`src/hw/rtl/signed_integer_to_ascii_assert.svh`:
```
// ---------------------------------------------------------------------------
// Signed integer to ASCII - assertion macros
// Concurrent assertion wrappers on clk / rst_n; empty when SYNTH is set.
// ---------------------------------------------------------------------------
`ifndef SIGNED_INTEGER_TO_ASCII_ASSERT_SVH
`define SIGNED_INTEGER_TO_ASCII_ASSERT_SVH

`ifndef SYNTH
`define SIA_ASSERT_IMP(lbl, ante, cons) \
    lbl: assert property (@(posedge clk) disable iff (!rst_n) (ante) |-> (cons)) \
        else $error("sia: same-cycle check failed");
`define SIA_ASSERT_NXT(lbl, ante, cons) \
    lbl: assert property (@(posedge clk) disable iff (!rst_n) (ante) |=> (cons)) \
        else $error("sia: next-cycle check failed");
`else
`define SIA_ASSERT_IMP(lbl, ante, cons)
`define SIA_ASSERT_NXT(lbl, ante, cons)
`endif

`endif

```
`src/hw/rtl/sia_pkg.sv`:
```
// ---------------------------------------------------------------------------
// Signed integer to ASCII - package
// Sizes, character codes, sequencer states and the radix reciprocal table.
// ---------------------------------------------------------------------------
`default_nettype none

package sia_pkg;

    localparam int VALUE_WIDTH = 32;
    localparam int MAX_DIGITS  = 32;
    localparam int CNT_W       = $clog2(MAX_DIGITS + 1);
    localparam int IDX_W       = $clog2(MAX_DIGITS);
    localparam int RADIX_W     = 4;
    localparam int CHAR_W      = 8;
    localparam int LEN_W       = 6;

    // q0 = (m * floor(2^S / d)) >> S is q or q-1 for S = W + 3
    localparam int RECIP_SHIFT = VALUE_WIDTH + 3;
    localparam int RECIP_W     = VALUE_WIDTH + 3;
    localparam int PROD_W      = VALUE_WIDTH + RECIP_W;

    typedef logic [VALUE_WIDTH-1:0] value_t;
    typedef logic [RECIP_W-1:0]     recip_t;
    typedef logic [RADIX_W-1:0]     radix_t;
    typedef logic [CHAR_W-1:0]      char_t;
    typedef logic [LEN_W-1:0]       len_t;

    localparam radix_t RADIX_RESET = radix_t'(10);
    localparam radix_t RADIX_MIN   = radix_t'(2);
    localparam radix_t RADIX_MAX   = radix_t'(10);

    localparam char_t CHAR_ZERO  = char_t'(8'h30);
    localparam char_t CHAR_NINE  = char_t'(8'h39);
    localparam char_t CHAR_MINUS = char_t'(8'h2d);
    localparam char_t CHAR_NUL   = char_t'(8'h00);

    localparam logic [RECIP_SHIFT:0] ONE_SHIFTED = {1'b1, {RECIP_SHIFT{1'b0}}};
    localparam recip_t RECIP_2  = recip_t'(ONE_SHIFTED / 2);
    localparam recip_t RECIP_3  = recip_t'(ONE_SHIFTED / 3);
    localparam recip_t RECIP_4  = recip_t'(ONE_SHIFTED / 4);
    localparam recip_t RECIP_5  = recip_t'(ONE_SHIFTED / 5);
    localparam recip_t RECIP_6  = recip_t'(ONE_SHIFTED / 6);
    localparam recip_t RECIP_7  = recip_t'(ONE_SHIFTED / 7);
    localparam recip_t RECIP_8  = recip_t'(ONE_SHIFTED / 8);
    localparam recip_t RECIP_9  = recip_t'(ONE_SHIFTED / 9);
    localparam recip_t RECIP_10 = recip_t'(ONE_SHIFTED / 10);

    typedef enum logic [2:0] {
        ST_IDLE,
        ST_MUL,
        ST_FIX,
        ST_SIGN,
        ST_DIGIT,
        ST_TERM
    } sia_state_t;

    function automatic radix_t effective_radix(input radix_t r);
        radix_t res;
        if (r < RADIX_MIN)
        begin
            res = RADIX_MIN;
        end
        else if (r > RADIX_MAX)
        begin
            res = RADIX_MAX;
        end
        else
        begin
            res = r;
        end
        return res;
    endfunction

    function automatic recip_t recip_of(input radix_t d);
        recip_t res;
        unique case (d)
            radix_t'(2):  res = RECIP_2;
            radix_t'(3):  res = RECIP_3;
            radix_t'(4):  res = RECIP_4;
            radix_t'(5):  res = RECIP_5;
            radix_t'(6):  res = RECIP_6;
            radix_t'(7):  res = RECIP_7;
            radix_t'(8):  res = RECIP_8;
            radix_t'(9):  res = RECIP_9;
            default:      res = RECIP_10;
        endcase
        return res;
    endfunction

endpackage

`default_nettype wire

```
`src/hw/rtl/signed_integer_to_ascii.sv`:
```
// ---------------------------------------------------------------------------
// Signed integer to ASCII
// Converts a signed value to its text in base 2..10, one byte per strobe.
// ---------------------------------------------------------------------------
//  channel   ports                                 handshake
//  input     value                                 start & !busy
//  output    char_byte, is_last, total_length      strobe, one cycle, no stall
//  config    radix                                 radix_wr_en
//
//  One shared reciprocal multiplier extracts each digit in a multiply state,
//  then a remainder fix-up state; once all digits are found, one byte is
//  emitted per cycle. The last byte leaves the output register in the same
//  cycle that busy drops.
//  Reset clears the sequencer and sets radix to 10; there is no clearing pass.
//  Output bytes cannot be stalled.
// ---------------------------------------------------------------------------
`default_nettype none

module signed_integer_to_ascii
(
    input  wire logic                  clk,
    input  wire logic                  rst_n,
    input  wire logic                  start,
    output      logic                  busy,
    input  wire sia_pkg::value_t       value,
    input  wire logic                  radix_wr_en,
    input  wire sia_pkg::radix_t       radix,
    output      logic                  strobe,
    output      sia_pkg::char_t        char_byte,
    output      logic                  is_last,
    output      sia_pkg::len_t         total_length
);

    import sia_pkg::*;

    sia_state_t state_reg, state_next;

    radix_t                 radix_reg;
    radix_t                 base_reg,  base_next;
    value_t                 mag_reg,   mag_next;
    value_t                 q0_reg,    q0_next;
    logic [CNT_W-1:0]       count_reg, count_next;
    logic [IDX_W-1:0]       rd_idx_reg, rd_idx_next;
    logic                   neg_reg,   neg_next;
    len_t                   len_reg,   len_next;

    logic [RADIX_W-1:0]     digit_store [MAX_DIGITS];
    logic [RADIX_W-1:0]     rd_digit_reg;

    logic                   strobe_reg;
    char_t                  char_reg;
    logic                   last_reg;
    len_t                   total_reg;

    logic                   emit_valid;
    char_t                  emit_char;
    logic                   emit_last;
    len_t                   emit_len;

    logic                   accept;
    logic [PROD_W-1:0]      prod;
    logic [VALUE_WIDTH+RADIX_W-1:0] qd;
    value_t                 rem_raw;
    value_t                 rem_fix;
    value_t                 twice_base;
    logic                   fix;
    value_t                 quot;
    logic [RADIX_W-1:0]     digit;
    logic                   more;
    logic                   char_ok;

    assign busy   = (state_reg != ST_IDLE);
    assign accept = start && !busy;

    // shared divide-by-radix unit
    assign prod       = mag_reg * recip_of(base_reg);
    assign qd         = q0_reg * base_reg;
    assign rem_raw    = mag_reg - qd[VALUE_WIDTH-1:0];
    assign twice_base = VALUE_WIDTH'({base_reg, 1'b0});
    assign fix        = (rem_raw >= VALUE_WIDTH'(base_reg));
    assign rem_fix    = fix ? (rem_raw - VALUE_WIDTH'(base_reg)) : rem_raw;
    assign digit      = rem_fix[RADIX_W-1:0];
    assign quot       = q0_reg + VALUE_WIDTH'(fix);
    assign more       = (quot != '0) && ((count_reg + 1'b1) < CNT_W'(MAX_DIGITS));

    always_comb
    begin
        state_next = state_reg;
        unique case (state_reg)
            ST_IDLE:
            begin
                if (accept)
                begin
                    state_next = ST_MUL;
                end
            end
            ST_MUL:
            begin
                state_next = ST_FIX;
            end
            ST_FIX:
            begin
                if (more)
                begin
                    state_next = ST_MUL;
                end
                else if (neg_reg)
                begin
                    state_next = ST_SIGN;
                end
                else
                begin
                    state_next = ST_DIGIT;
                end
            end
            ST_SIGN:
            begin
                state_next = ST_DIGIT;
            end
            ST_DIGIT:
            begin
                if (rd_idx_reg == '0)
                begin
                    state_next = ST_TERM;
                end
            end
            ST_TERM:
            begin
                state_next = ST_IDLE;
            end
            default:
            begin
                state_next = ST_IDLE;
            end
        endcase
    end

    always_comb
    begin
        emit_valid = 1'b0;
        emit_char  = CHAR_NUL;
        emit_last  = 1'b0;
        emit_len   = '0;
        unique case (state_reg)
            ST_SIGN:
            begin
                emit_valid = 1'b1;
                emit_char  = CHAR_MINUS;
            end
            ST_DIGIT:
            begin
                emit_valid = 1'b1;
                emit_char  = CHAR_ZERO + char_t'(rd_digit_reg);
            end
            ST_TERM:
            begin
                emit_valid = 1'b1;
                emit_last  = 1'b1;
                emit_len   = len_reg + 1'b1;
            end
            default:
            begin
                emit_valid = 1'b0;
            end
        endcase
    end

    always_comb
    begin
        base_next   = base_reg;
        mag_next    = mag_reg;
        q0_next     = q0_reg;
        count_next  = count_reg;
        rd_idx_next = rd_idx_reg;
        neg_next    = neg_reg;
        len_next    = len_reg;
        unique case (state_reg)
            ST_IDLE:
            begin
                if (accept)
                begin
                    base_next  = effective_radix(radix_reg);
                    neg_next   = value[VALUE_WIDTH-1];
                    mag_next   = value[VALUE_WIDTH-1] ? (~value + 1'b1) : value;
                    count_next = '0;
                    len_next   = '0;
                end
            end
            ST_MUL:
            begin
                q0_next = prod[PROD_W-1:RECIP_SHIFT];
            end
            ST_FIX:
            begin
                mag_next    = quot;
                count_next  = count_reg + 1'b1;
                rd_idx_next = count_reg[IDX_W-1:0];
            end
            ST_SIGN:
            begin
                len_next = len_reg + 1'b1;
            end
            ST_DIGIT:
            begin
                len_next = len_reg + 1'b1;
                if (rd_idx_reg != '0)
                begin
                    rd_idx_next = rd_idx_reg - 1'b1;
                end
            end
            default:
            begin
                len_next = len_reg;
            end
        endcase
    end

    always_ff @(posedge clk or negedge rst_n)
    begin
        if (!rst_n)
        begin
            state_reg  <= ST_IDLE;
            radix_reg  <= RADIX_RESET;
            mag_reg    <= '0;
            count_reg  <= '0;
            neg_reg    <= 1'b0;
            strobe_reg <= 1'b0;
        end
        else
        begin
            state_reg  <= state_next;
            mag_reg    <= mag_next;
            count_reg  <= count_next;
            neg_reg    <= neg_next;
            strobe_reg <= emit_valid;
            if (radix_wr_en)
            begin
                radix_reg <= radix;
            end
        end
    end

    // read data follows rd_idx_reg; the digit written last is forwarded
    always_ff @(posedge clk)
    begin
        base_reg   <= base_next;
        q0_reg     <= q0_next;
        rd_idx_reg <= rd_idx_next;
        len_reg    <= len_next;
        char_reg   <= emit_char;
        last_reg   <= emit_last;
        total_reg  <= emit_len;
        if (state_reg == ST_FIX)
        begin
            digit_store[count_reg[IDX_W-1:0]] <= digit;
            rd_digit_reg                      <= digit;
        end
        else
        begin
            rd_digit_reg <= digit_store[rd_idx_next];
        end
    end

    assign strobe       = strobe_reg;
    assign char_byte    = char_reg;
    assign is_last      = strobe_reg && last_reg;
    assign total_length = strobe_reg ? total_reg : '0;

    assign char_ok = (char_byte == CHAR_MINUS) ||
                     ((char_byte >= CHAR_ZERO) && (char_byte <= CHAR_NINE));

`include "signed_integer_to_ascii_assert.svh"

    `SIA_ASSERT_NXT(a_accept_busy, accept, busy)
    `SIA_ASSERT_IMP(a_fix_bound, state_reg == ST_FIX, rem_raw < twice_base)
    `SIA_ASSERT_IMP(a_last_strobe, is_last, strobe)
    `SIA_ASSERT_IMP(a_len_only_last, strobe && !is_last, total_length == '0)
    `SIA_ASSERT_IMP(a_char_code, strobe && !is_last, char_ok)

endmodule

`default_nettype wire

```
`config.mk`:
```
export PLATFORM = sky130hd
export DESIGN_NAME = signed_integer_to_ascii
export DESIGN_NICKNAME = d
export VERILOG_FILES = /design/src/hw/rtl/sia_pkg.sv /design/src/hw/rtl/signed_integer_to_ascii.sv
export VERILOG_INCLUDE_DIRS = /design/src /design/src/hw/rtl
export SDC_FILE = /design/constraint.sdc
export NUM_CORES = 2
export LEC_CHECK = 0
export BUFFER_PORTS_ARGS = -buffer_cell sky130_fd_sc_hd__clkbuf_2
export CAP_MARGIN = 10
export CORE_ASPECT_RATIO = 1.25
export CORE_MARGIN = 3
export CORE_UTILIZATION = 65
export CTS_CLUSTER_DIAMETER = 50
export CTS_CLUSTER_SIZE = 25
export DETAILED_ROUTE_END_ITERATION = 16
export PLACE_DENSITY = 0.82
export SYNTH_ARGS = -nofsm -noshare
export SYNTH_HDL_FRONTEND = slang
export SYNTH_SLANG_ARGS = --single-unit
```
`constraint.sdc`:
```
create_clock -name clk -period 10.7 [get_ports clk]
set_input_delay 1.07 -clock clk [delete_from_list [all_inputs] [get_ports clk]]
set_output_delay 1.07 -clock clk [all_outputs]
set_load 0.02 [all_outputs]
```
==> summary.txt <==
outcome = completed
row cnt = 101
initial antenna violation count = 3
Clock Latency Late Sink = 500 ps
Non-Filler Instances = 4904
Distinct cells, synth = 83
Worst-path clk slew = 100 ps
share of synthesized registers carrying an async set or reset = 20.0%
postcts setup bufs = 0
fillers = 4653
Crit path top cell by count = fa_1
Final Max Slew Viols = 0
Worst Path Max Fanout = 16
TNS Setup = 0 ps
IO buf count = 54
# setup viols final = 0
Setup Skew = 18.5 ps
clock sink count = 235
Synth Cell Area = 40100 um^2
final net count = 5167
TritonCTS clock tree = done
Tmin final = 10300 ps
critical path's slowest cell = fa_1
crit path launch type = flop
GP Congestion = 1.06
number of I/O pins = 57
DIE WIDTH = 228 um
WS Path Type = reg2reg
Max Clock Freq = 0.0971 GHz
Synth Warn # = 0
Yosys reg bits = 235
count of final hold-check violations = 0
DRT Wirelength = 122000 um
drt pass-1 iters = 8
Largest register FFs = 128
Core Footprint = 60900 um^2
Syn Inst Count = 4131
Max Cap Viol = 0
WL per Instance = 24.8 um
largest net degree at the start of global routing = 49
area grow syn2layout = 3.86%
hpwl dp = 99900 um
share of the synthesized area in the top cell type = 36.8%
Clock Path Buffers = 3
area leader, netlist = fa_1
Slowest Stage Delay on Critical Path = 630 ps
worst-margin pin slew = 1170 ps
via count = 30400
Congestion Overflow GR = 0
TritonCTS Buffers = 14
Die Area = 64700 um^2
post-synthesis sequential area ratio = 16.7%
Initial DRC Count = 2627
number of flops mapped to enable cells by yosys = 175
DRC Markers = 0
Inst Count DP = 4878
Worst slew margin = 21.3%
Syn Area/Cell = 9.70 um^2
first-pass GRT wire length = 188000 um
WP data arrival = 10560 ps
Synth area leaders = fa_1 (37%), edfxtp_1 (13%), ha_1 (10%)
vias per inst = 6.20
top_reg_cell synth = edfxtp_1
RSZ-0062 raised after global routing = false
share of layout cells above drive strength 1 = 5.20%
Worst EP required = 10960 ps
Die Y = 284 um
vias in the first global route = 33000
fin crit share = 96.3%
crit path capture type = flop
DRT antenna net count = 0
clock root cell = clkbuf_16
GRT Overall Usage = 38.3%
number of H-tree levels = 1
Initial Util = 65.8%
Hold/Removal Path Class = reg2reg
## worst paths after layout
kind / from / endpoint / slack, ps / cells past startpoint
max in group asynchronous: rst_n / strobe$_DFF_PN0_ / 9600 / 2
hold reg to reg: neg_reg$_DFFE_PN0P_ / state_reg[1]$_DFFE_PN0P_ / 500 / 1
setup / recovery: base_reg[1]$_SDFFCE_PP1P_ / q0_reg[30]$_DFFE_PP_ / 400 / 29
min in group asynchronous: rst_n / mag_reg[0]$_DFFE_PN0P_ / 660 / 2
setup reg to reg: base_reg[1]$_SDFFCE_PP1P_ / q0_reg[30]$_DFFE_PP_ / 400 / 29
hold / removal: neg_reg$_DFFE_PN0P_ / state_reg[1]$_DFFE_PN0P_ / 500 / 1
## cell usage in the layout (no fill, tap or decap), types with 13 or more instances in the layout
cell       count
a211oi_1      13
a21o_1        76
a21oi_1      100
a31oi_1       18
and2_1       196
and3_1        30
buf_4         53
clkbuf_16     15
clkbuf_2      54
dfrtp_1       45
dfxtp_1       13
edfxtp_1     175
fa_1         737
ha_1         320
inv_1        929
mux4_2        40
nand2_1      527
nand2b_1      14
nand3_1       42
nand4_1       33
nor2_1       104
nor2b_1       17
nor3_1        35
nor4_1        21
o211ai_1      27
o21ai_0      102
or3_1         14
xnor2_1       61
xor2_1        66
## metrics by stage
| step | cell area, um^2 | setup WS (ps) | utilization, % | hold slack (ps) |
|---|---|---|---|---|
| floorplan | 40100 | 1860 | - | 450 |
| finish | 41600 | 397 | 68.3 | 504 |
| detailed placement | 41100 | 669 | 67.5 | 485 |
| global placement | 41100 | 753 | 67.5 | 463 |
| global route | 41600 | 137 | 68.3 | 525 |
| CTS | 41600 | 635 | 68.3 | 505 |
## area by class of cell
class	count	area, um^2	share of cell area, %
well taps	824	1030	2.48
clock inverters	4	45.0	0.108
repair buffers	109	708	1.70
multi-input cells	2778	29200	70.2
clock buffers	20	394	0.947
diodes	2	5.00	0.0120
inverters	932	3500	8.41
flip-flops and latches	235	6690	16.1
## worst max-delay path, delay by kind of cell (launching register included)
kind | cells | cell delay [ps]
compound gates | 10 | 3200
fa+ha+maj | 10 | 4860
buf+inv | 6 | 990
flops | 1 | 530
simple gates | 3 | 440
## layer usage
metal / vias up / share of wire (%) / GRT usage (%)
li1: 12800 / - / -
met1: 15100 / 33 / 44.8
met2: 1902 / 48 / 63.9
met3: 616 / 8.8 / 6.23
met4: 4 / 10 / 28.8
met5: - / 0.022 / 0
## synth_stat cells (9+ instances only)
master / n
or3_1: 14
edfxtp_1: 175
o21a_1: 9
o41ai_1: 9
buf_1: 17
nand3_1: 42
xor2_1: 66
ha_1: 320
mux4_2: 40
o31ai_1: 12
nand2b_1: 14
a31oi_1: 18
nor4_1: 21
dfxtp_1: 13
mux2_2: 10
clkbuf_1: 164
dfrtp_1: 45
a211oi_1: 14
xnor2_1: 61
a21oi_1: 103
nand3b_1: 9
inv_1: 929
nor3_1: 36
mux2i_1: 12
nor2_1: 105
o21ai_0: 103
and3_1: 30
nor2b_1: 17
a21o_1: 76
nand2_1: 527
o211ai_1: 27
and2_1: 196
fa_1: 737
nand4_1: 33
## cell families (layout without fill, tap and decap cells)
| kind of cell | after synthesis | after routing | synth area share, % |
|---|---|---|---|
| buffers and inverters | 1119 | 1065 | 10.5 |
| AND/OR/NAND/NOR | 1075 | 1075 | 12.8 |
| adder cells (fa/ha/maj) | 1057 | 1057 | 46.8 |
| AO/OA/AOI/OAI | 454 | 454 | 7.44 |
| flip-flops | 235 | 235 | 16.7 |
| XOR/XNOR | 128 | 128 | 2.83 |
| multiplexers | 62 | 62 | 2.83 |
| other | 1 | 4 | 0.00936 |
## timing repair
| action | CTS | global route |
|---|---|---|
| endpoints found under the setup margin | 0 | 1 |
| gates resized for setup | 0 | 2 |
| hold buffers | 0 | 0 |
Power is not shown: default switching activity piles up to over one toggle a cycle in this logic, so the estimate is an artifact.
